**config.mk**
```make
export PLATFORM = sky130hd
export DESIGN_NAME = rgq_ctrl
export DESIGN_NICKNAME = d
export VERILOG_FILES = /design/src/rtl/core/rgq_pkg.sv /design/src/rtl/core/rgq_ctrl.sv
export SDC_FILE = /design/constraint.sdc
export NUM_CORES = 1
export LEC_CHECK = 0
export BUFFER_PORTS_ARGS = -buffer_cell sky130_fd_sc_hd__buf_2
export CAP_MARGIN = 30
export CORE_MARGIN = 8
export CORE_UTILIZATION = 40
export CTS_BUF_LIST = sky130_fd_sc_hd__clkbuf_8
export CTS_CLUSTER_SIZE = 10
export DETAILED_ROUTE_END_ITERATION = 10
export GPL_ROUTABILITY_DRIVEN = 0
export PLACE_DENSITY = 0.75
export SLEW_MARGIN = 10
export SYNTH_ARGS = -nofsm -noshare
export SYNTH_HDL_FRONTEND = slang
export SYNTH_SLANG_ARGS = --single-unit
```
**constraint.sdc**
```tcl
create_clock -name clk -period 1.75 [get_ports clk]
set_input_delay 0.175 -clock clk [delete_from_list [all_inputs] [get_ports clk]]
set_output_delay 0.175 -clock clk [all_outputs]
set_load 0.02 [all_outputs]
```
**src/rtl/core/rgq_pkg.sv**
```systemverilog
// ratio graph query package: default sizes, status codes, controller states
// and the command and status structs between controller and datapath
// no dependencies
package rgq_pkg;

	localparam int VERTICES_DEF  = 32;
	localparam int FRAC_BITS_DEF = 16;
	localparam int VTX_W         = 5;
	localparam int RATIO_W       = 32;
	localparam int IN_DATA_W     = 48;

	typedef enum logic [1:0] {
		ST_STORED   = 2'd0,
		ST_ANSWERED = 2'd1,
		ST_NOPATH   = 2'd2,
		ST_ZERO     = 2'd3
	} status_t;

	typedef enum logic [3:0] {
		DP_NOP,
		DP_CLEAR,
		DP_LOAD,
		DP_WR_R,
		DP_DIV_STEP,
		DP_WR_RECIP,
		DP_DFS_INIT,
		DP_SCAN_RD,
		DP_SCAN_NEXT,
		DP_PUSH,
		DP_POP,
		DP_PROD_RD,
		DP_PROD_MUL,
		DP_PROD_ACC,
		DP_OUT
	} dp_op_t;

	typedef enum logic [3:0] {
		S_CLEAR,
		S_IDLE,
		S_DECODE,
		S_DIV,
		S_WR_RECIP,
		S_DFS_INIT,
		S_SCAN_RD,
		S_SCAN_CHECK,
		S_SELF_CHECK,
		S_PROD_RD,
		S_PROD_MUL,
		S_PROD_ACC,
		S_DONE
	} state_t;

	typedef struct packed {
		dp_op_t  op;
		status_t out_status;
	} dp_cmd_t;

	typedef struct packed {
		logic clr_last;
		logic mode;
		logic ratio_zero;
		logic in_range;
		logic a_eq_b;
		logic div_last;
		logic hit;
		logic rd_nz;
		logic scan_zero;
		logic stack_full;
		logic cand_dst;
		logic top_one;
		logic prod_last;
		logic out_free;
	} dp_stat_t;

endpackage

```
**src/rtl/core/rgq_ctrl.sv**
```systemverilog
// ratio graph query controller: sequences clearing, store, search and product
// depends on rgq_pkg
module rgq_ctrl import rgq_pkg::*; (
	input  logic     clk,
	input  logic     arst_n,
	input  logic     in_valid,
	output logic     in_ready,
	input  dp_stat_t stat,
	output dp_cmd_t  cmd
);

	state_t  state_q, state_d;
	status_t res_q, res_d;

	always_ff @(posedge clk or negedge arst_n) begin
		if (!arst_n) begin
			state_q <= S_CLEAR;
			res_q   <= ST_STORED;
		end else begin
			state_q <= state_d;
			res_q   <= res_d;
		end
	end

	always_comb begin
		state_d        = state_q;
		res_d          = res_q;
		cmd.op         = DP_NOP;
		cmd.out_status = res_q;
		in_ready       = 1'b0;
		unique case (state_q)
			S_CLEAR: begin
				cmd.op = DP_CLEAR;
				if (stat.clr_last) begin
					state_d = S_IDLE;
				end
			end
			S_IDLE: begin
				in_ready = 1'b1;
				if (in_valid) begin
					cmd.op  = DP_LOAD;
					state_d = S_DECODE;
				end
			end
			S_DECODE: begin
				priority if (!stat.mode) begin
					priority if (stat.ratio_zero) begin
						res_d   = ST_ZERO;
						state_d = S_DONE;
					end else if (!stat.in_range) begin
						res_d   = ST_STORED;
						state_d = S_DONE;
					end else begin
						cmd.op  = DP_WR_R;
						state_d = S_DIV;
					end
				end else if (!stat.in_range) begin
					res_d   = ST_NOPATH;
					state_d = S_DONE;
				end else begin
					state_d = S_DFS_INIT;
				end
			end
			S_DIV: begin
				cmd.op = DP_DIV_STEP;
				if (stat.div_last) begin
					state_d = S_WR_RECIP;
				end
			end
			S_WR_RECIP: begin
				cmd.op  = DP_WR_RECIP;
				res_d   = ST_STORED;
				state_d = S_DONE;
			end
			S_DFS_INIT: begin
				cmd.op  = DP_DFS_INIT;
				state_d = S_SCAN_RD;
			end
			S_SCAN_RD: begin
				cmd.op  = DP_SCAN_RD;
				state_d = stat.a_eq_b ? S_SELF_CHECK : S_SCAN_CHECK;
			end
			S_SELF_CHECK: begin
				priority if (stat.rd_nz) begin
					res_d   = ST_ANSWERED;
					state_d = S_DONE;
				end else if (stat.scan_zero) begin
					res_d   = ST_NOPATH;
					state_d = S_DONE;
				end else begin
					cmd.op  = DP_SCAN_NEXT;
					state_d = S_SCAN_RD;
				end
			end
			S_SCAN_CHECK: begin
				priority if (stat.hit && !stat.stack_full) begin
					cmd.op  = DP_PUSH;
					state_d = stat.cand_dst ? S_PROD_RD : S_SCAN_RD;
				end else if (stat.hit || stat.scan_zero) begin
					cmd.op = DP_POP;
					if (stat.top_one) begin
						res_d   = ST_NOPATH;
						state_d = S_DONE;
					end else begin
						state_d = S_SCAN_RD;
					end
				end else begin
					cmd.op  = DP_SCAN_NEXT;
					state_d = S_SCAN_RD;
				end
			end
			S_PROD_RD: begin
				cmd.op  = DP_PROD_RD;
				state_d = S_PROD_MUL;
			end
			S_PROD_MUL: begin
				cmd.op  = DP_PROD_MUL;
				state_d = S_PROD_ACC;
			end
			S_PROD_ACC: begin
				cmd.op = DP_PROD_ACC;
				if (stat.prod_last) begin
					res_d   = ST_ANSWERED;
					state_d = S_DONE;
				end else begin
					state_d = S_PROD_RD;
				end
			end
			S_DONE: begin
				if (stat.out_free) begin
					cmd.op  = DP_OUT;
					state_d = S_IDLE;
				end
			end
			default: begin
				state_d = S_IDLE;
			end
		endcase
	end

endmodule
```
==> metrics.yaml, run 1 <==
outcome:
  outcome: "complete, but fails checks"
  failed_checks: "setup timing"
worst_setup_path:
  setup.worst_path.start: "state_q[0]"
  required_ns: 1.57
  r2r_cells: 5
  reg2reg_from: "state_q[0]"
  r2r_end: "res_q[1]"
  crit_fanout: 3
  worstSetupEndpointType: "primary output"
  worstSetupPathType: "register to primary output"
  start_kind: "register"
  crit_arrival_ns: 1.63
  cp-endpoint: "cmd[3]"
  rrSetupSlack_ns: 0.06
clocking:
  htreeDepth: 1
  cts.sinks: 6
  numCtsBuffers: 3
  cts_tree: "yes"
  clock_latency_ns: 0.22
  path_clk_slew_ns: 0.03
  root_buffer: "clkbuf_8"
  cts_setup_buffers: 0
  clk_path_buf_depth: 2
yosys:
  synth_area_sq_um: 883
  ys_types: 49
  yosysWarnings: 0
  syn-num-nets: 140
  postSynthAreaPerCell_sq_um: 7.18
  postSynth.asyncResetShare_pct: 100
  synth_edf_count: 0
  synth_seq_cells: 6
  synthCells: 123
  yosysSeqAreaShare_pct: 17.0
  ys.flop_type: "dfrtp_1"
power:
  p_leak_uw: 0.000476
  p_total_uw: 1930
  cellPowerDensity_mw_per_mm2: 1710
  max-vdd-ir-drop_mv: 0.909
floorplanning:
  die_w_microns: 63.0
  die_area_sq_mm: 0.00397
  core_region_area_sq_mm: 0.00215
  ios: 24
  start_util_pct: 41.1
  chipHeight_microns: 63.0
  core.rowCount: 17
placed_design:
  placed_cell_area_sq_mm: 0.00106
  place_hpwl_mm: 2.02
  numPortBuffers: 23
  pre_cts_ws_ns: 0.0737
sta:
  skew_ns: 0.000448
  worst_pin_slew_ns: 0.450
  finalCritPeriodShare_pct: 103
  fmax_ghz: 0.553
  relSlewSlack_pct: 69.5
  setup-violations-final: 2
  finalWorstSetupSlack_ns: -0.0570
  slew_viol_final: 0
  fin_crit_ns: 1.81
  hold_viol_final: 0
  rsz0062_at_grt: "true"
drt:
  drtIter0Drc: 63
  drtAntennaViolNets: 0
  vias_per_cell: 6.08
  firstDrtPassIters: 4
  num_vias: 1070
  drt_drc_violations_left: 0
  wl_per_cell_microns: 14.8
  routed_wl_mm: 2.61
layout:
  finalInstanceArea_sq_mm: 0.00113
  fin_nets: 167
  nFillCells: 223
  n_antenna_cell: 0
  drive_gt1_share_pct: 27.7
  synthToLayoutAreaGrowth_pct: 28.0
worst_hold_path:
  hp-class: "input pin to async pin"
grt:
  grt_pass1_wl_mm: 4.40
  grt_overflow_total: 0
  grt_pass1_vias: 994
  antenna_found_initial: 0
  grt_max_degree: 29
  grt_use_total_pct: 13.0
flow_run:
  maxCapViolations: 0
-- synthesized netlist by cell type, types with 3 or more instances --
cell type	instances	area, sq um
a21oi_1	13	65.1
nand2_1	10	37.5
nor2_1	10	37.5
o21ai_0	7	35.0
dfrtp_1	6	150
inv_1	5	18.8
buf_2	4	20.0
clkbuf_1	4	15.0
nand2b_1	4	25.0
nand3b_1	4	30.0
nor3_1	4	20.0
a211oi_1	3	22.5
o21a_1	3	22.5
-- power breakdown --
part / leakage (uW) / total (uW) / switching [uW] / internal (uW)
Sequential: 0.0000744 / 247 / 42.7 / 205
Clock: 0.0000216 / 201 / 53.6 / 147
Combinational: 0.000380 / 1480 / 843 / 639
-- stage by stage --
| stage | setup TNS (ns) | hold WS [ns] | util (%) | cells |
|---|---|---|---|---|
| after floorplan | 0 | -0.121 | - | 123 |
| after global placement | 0 | 0.00118 | 49.5 | 172 |
| after detailed placement | 0 | 0.00152 | 49.5 | 172 |
| after CTS | -0.106 | 0.296 | 52.4 | 176 |
| after global routing | -0.252 | 0.299 | 52.7 | 176 |
| final | -0.0845 | 0.297 | 52.7 | 176 |
-- routing by layer --
layer  global-route usage [%]  vias up  wire length, microns
li1                         -      522                     -
met1                     15.8      494                  1170
met2                     21.6       50                  1230
met3                     2.33        4                   179
met4                     5.41        0                    31
met5                        0        -                     0
-- kinds of logic (layout without fill, tap and decap cells) --
kind of cell,count (synthesis),after routing,synth area share (%)
muxes,3,3,3.68
buffers and inverters,15,40,7.79
AOI/OAI and AO/OA,51,51,41.2
xor gates and xnor gates,1,1,0.992
and+or+nand+nor,47,47,29.3
DFF,6,6,17.0
-- placed cells by master (no fill, tap or decap), types with 2 or more instances in the layout --
cell type  instances
inv_1              5
a21oi_1           12
nand3_1            2
clkbuf_8           3
o221ai_1           2
dfrtp_1            6
nand2_1           10
a211oi_1           3
nor3b_1            2
a31oi_1            2
nand2b_1           4
buf_2             22
a21o_1             2
mux2_1             2
o21ai_0            7
nand3b_1           4
nor2b_1            2
buf_4              7
o21ai_1            2
o311ai_1           2
o21a_1             3
nor3_1             4
o21bai_1           2
nor2_1             9
-- cell type report --
class / count / area [sq um] / share of cell area, %
Sequential cell: 6 / 150 / 13.3
Clock buffer: 3 / 41.3 / 3.65
Timing Repair Buffer: 32 / 204 / 18.0
Inverter: 5 / 18.8 / 1.66
Tap cell: 28 / 35.0 / 3.10
Multi-Input combinational cell: 102 / 682 / 60.3
-- worst max-delay path: stages, from the launching register on --
cell and delay [ns]:
dfrtp_1 0.37, or4b_4 0.51, o32ai_2 0.21, nor2_1 0.08, a21oi_2 0.12, buf_6 0.13
-- sequential cells by signal (all words and copies together) (netlist names) --
register	flops
state_q	4
res_q	2
-- how the worst min path moves through the flow --
| stage | startpoint | endpoint | cells after the start |
|---|---|---|---|
| floorplan | arst_n | res_q[0] | 0 |
| global placement | arst_n | state_q[2] | 1 |
| detailed placement | arst_n | state_q[2] | 1 |
| CTS | arst_n | res_q[1] | 2 |
| global route | stat[8] | state_q[1] | 3 |
| finish | arst_n | state_q[2] | 2 |
-- timing repair --
| item | CTS | global route |
|---|---|---|
| endpoints found under the setup margin | 2 | 4 |
| gates resized for setup | 2 | 2 |
| endpoints found under the hold margin | 6 | 0 |
| pin swaps | 2 | 1 |
| hold buffers | 1 | 0 |
No activity file was read; power rests on OpenSTA's default activity.
==> run 2: changes to the inputs <==
CORE_ASPECT_RATIO = 1.1   (was default)
CORE_UTILIZATION = 49   (was 40)
HOLD_SLACK_MARGIN = 0.06   (was default)
PLACE_DENSITY = 0.87   (was 0.75)
==> metrics.yaml, run 2 (synthesis results as in run 1) <==
outcome:
  outcome: "complete, but fails checks"  # unchanged
  failed_checks: "setup timing"  # unchanged
power:
  p_leak_uw: 0.000505  # was 0.000476 uW
  p_total_uw: 2040  # was 1930 uW
  cellPowerDensity_mw_per_mm2: 1740  # was 1710 mW/mm^2
  max-vdd-ir-drop_mv: 1.13  # was 0.909 mV
worst_setup_path:
  reg2reg_from: "state_q[0]"  # unchanged
  cp-endpoint: "cmd[3]"  # unchanged
  required_ns: 1.57  # about the same
  setup.worst_path.start: "state_q[0]"  # unchanged
  worstSetupPathType: "register to primary output"  # unchanged
  worstSetupEndpointType: "primary output"  # unchanged
  start_kind: "register"  # unchanged
  r2r_end: "res_q[1]"  # unchanged
  rrSetupSlack_ns: 0.04  # was 0.06 ns
  crit_fanout: 2  # was 3
  r2r_cells: 5  # unchanged
  crit_arrival_ns: 1.64  # was 1.63 ns
layout:
  final_cell_mix: "22 x buf_2, 14 x buf_4, 12 x a21oi_1"  # was 22 x buf_2, 12 x a21oi_1, 10 x nand2_1
  top_register: "state_q"  # unchanged
  n_antenna_cell: 0  # unchanged
  drive_gt1_share_pct: 33.8  # was 27.7%
  fin_nets: 173  # was 167
  synthToLayoutAreaGrowth_pct: 33.0  # was 28.0%
  largest_register_ffs: 4  # unchanged
  top_regs: "state_q x4, res_q x2"  # unchanged
  finalNonFillerCells: 172  # was 176
  layout_commonest_cell: "buf_2"  # unchanged
floorplanning:
  chipHeight_microns: 60.5  # was 63.0 microns
  ios: 24  # unchanged
  die_w_microns: 56.5  # was 63.0 microns
  start_util_pct: 50.7  # was 41.1%
  core.rowCount: 16  # was 17
  core_region_area_sq_mm: 0.00174  # was 0.00215 sq mm
  die_area_sq_mm: 0.00342  # was 0.00397 sq mm
flow_run:
  maxCapViolations: 0  # unchanged
sta:
  rsz0062_at_grt: "true"  # unchanged
  finalWorstSetupSlack_ns: -0.0669  # was -0.0570 ns
  setup-violations-final: 2  # unchanged
  relSlewSlack_pct: 72.7  # was 69.5%
  worst_pin_slew_ns: 0.399  # was 0.450 ns
  hold_viol_final: 0  # unchanged
  fmax_ghz: 0.550  # was 0.553 GHz
  fin_crit_ns: 1.82  # was 1.81 ns
  finalCritPeriodShare_pct: 104  # was 103%
  fin_tns_setup_ns: -0.122  # was -0.0845 ns
  skew_ns: 0.00522  # was 0.000448 ns
  slew_viol_final: 0  # unchanged
drt:
  wl_per_cell_microns: 16.5  # was 14.8 microns
  firstDrtPassIters: 4  # unchanged
  num_vias: 1092  # was 1070
  routed_wl_mm: 2.84  # was 2.61 mm
  drtAntennaViolNets: 0  # unchanged
  drt_drc_violations_left: 0  # unchanged
  drtIter0Drc: 37  # was 63
  vias_per_cell: 6.35  # was 6.08
grt:
  grt_use_total_pct: 16.0  # was 13.0%
  grt_overflow_total: 0  # unchanged
  antenna_found_initial: 0  # unchanged
  grt_pass1_wl_mm: 4.58  # was 4.40 mm
  grt_pass1_vias: 1047  # was 994
  grt_max_degree: 29  # unchanged
placed_design:
  pre_cts_ws_ns: 0.0269  # was 0.0737 ns
  place_hpwl_mm: 2.12  # was 2.02 mm
  placed_cells: 164  # was 172
  numPortBuffers: 23  # unchanged
clocking:
  path_clk_slew_ns: 0.04  # was 0.03 ns
  clk_path_buf_depth: 2  # unchanged
  root_buffer: "clkbuf_8"  # unchanged
  numCtsBuffers: 3  # unchanged
  htreeDepth: 1  # unchanged
  cts.sinks: 6  # unchanged
  clock_latency_ns: 0.22  # about the same
  cts_tree: "yes"  # unchanged
worst_hold_path:
  hp-class: "input pin to register"  # was input pin to async pin
[run 2: timing repair]
action | 4_1_cts | 5_1_grt
hold buffers | 1 | 0
resized for setup | 5 | 5
endpoints found under the setup margin | 3 | 6
buffers inserted | 3 | 1
pin swaps | 3 | 3
hold endpoints to repair | 6 | 0
[run 2: worst min-delay path by stage]
stage | from | end | slack (ns) | cells after the start
floorplan | arst_n | res_q[0] | -0.12 | 0
global placement | arst_n | state_q[1] | 0.002 | 1
detailed placement | arst_n | state_q[1] | 0.005 | 1
CTS | stat[8] | state_q[1] | 0.29 | 3
global route | stat[8] | state_q[1] | 0.31 | 3
finish | stat[8] | state_q[1] | 0.29 | 3
[run 2: worst max-delay path, cell delays in order (launching register included)]
cell and delay (ns):
dfrtp_1 0.38, or4b_4 0.49, o32ai_2 0.21, nor2_1 0.08, a21oi_2 0.12, buf_6 0.13
[run 2: routing by layer]
metal / vias to the layer above / global-route usage [%] / routed length (microns)
met5: - / 0 / 0
met2: 58 / 27.0 / 1420
li1: 534 / - / -
met1: 490 / 18.0 / 1140
met4: 0 / 8.93 / 73
met3: 10 / 4.39 / 209
[run 2: report_power, final]
| group | total (uW) | internal (uW) | switching [uW] |
|---|---|---|---|
| logic | 1580 | 699 | 884 |
| registers | 254 | 208 | 46.1 |
| clock network | 206 | 148 | 58.3 |
[run 2: final cells by class]
| cell class | count | area (sq um) |
|---|---|---|
| flip-flops and latches | 6 | 153 |
| multi-input cells | 102 | 703 |
| well taps | 18 | 22.5 |
| inverters | 5 | 18.8 |
| repair buffers | 38 | 236 |
| fillers | 140 | 567 |
| clock buffers | 3 | 41.3 |
[run 2: per-stage QoR]
stage	hold WS (ns)	util (%)	cell area [sq um]
global placement	0.00201	60.5	1050
detailed placement	0.00532	60.5	1050
floorplan	-0.121	-	891
global route	0.307	67.5	1170
CTS	0.291	65.6	1140
finish	0.294	67.5	1170
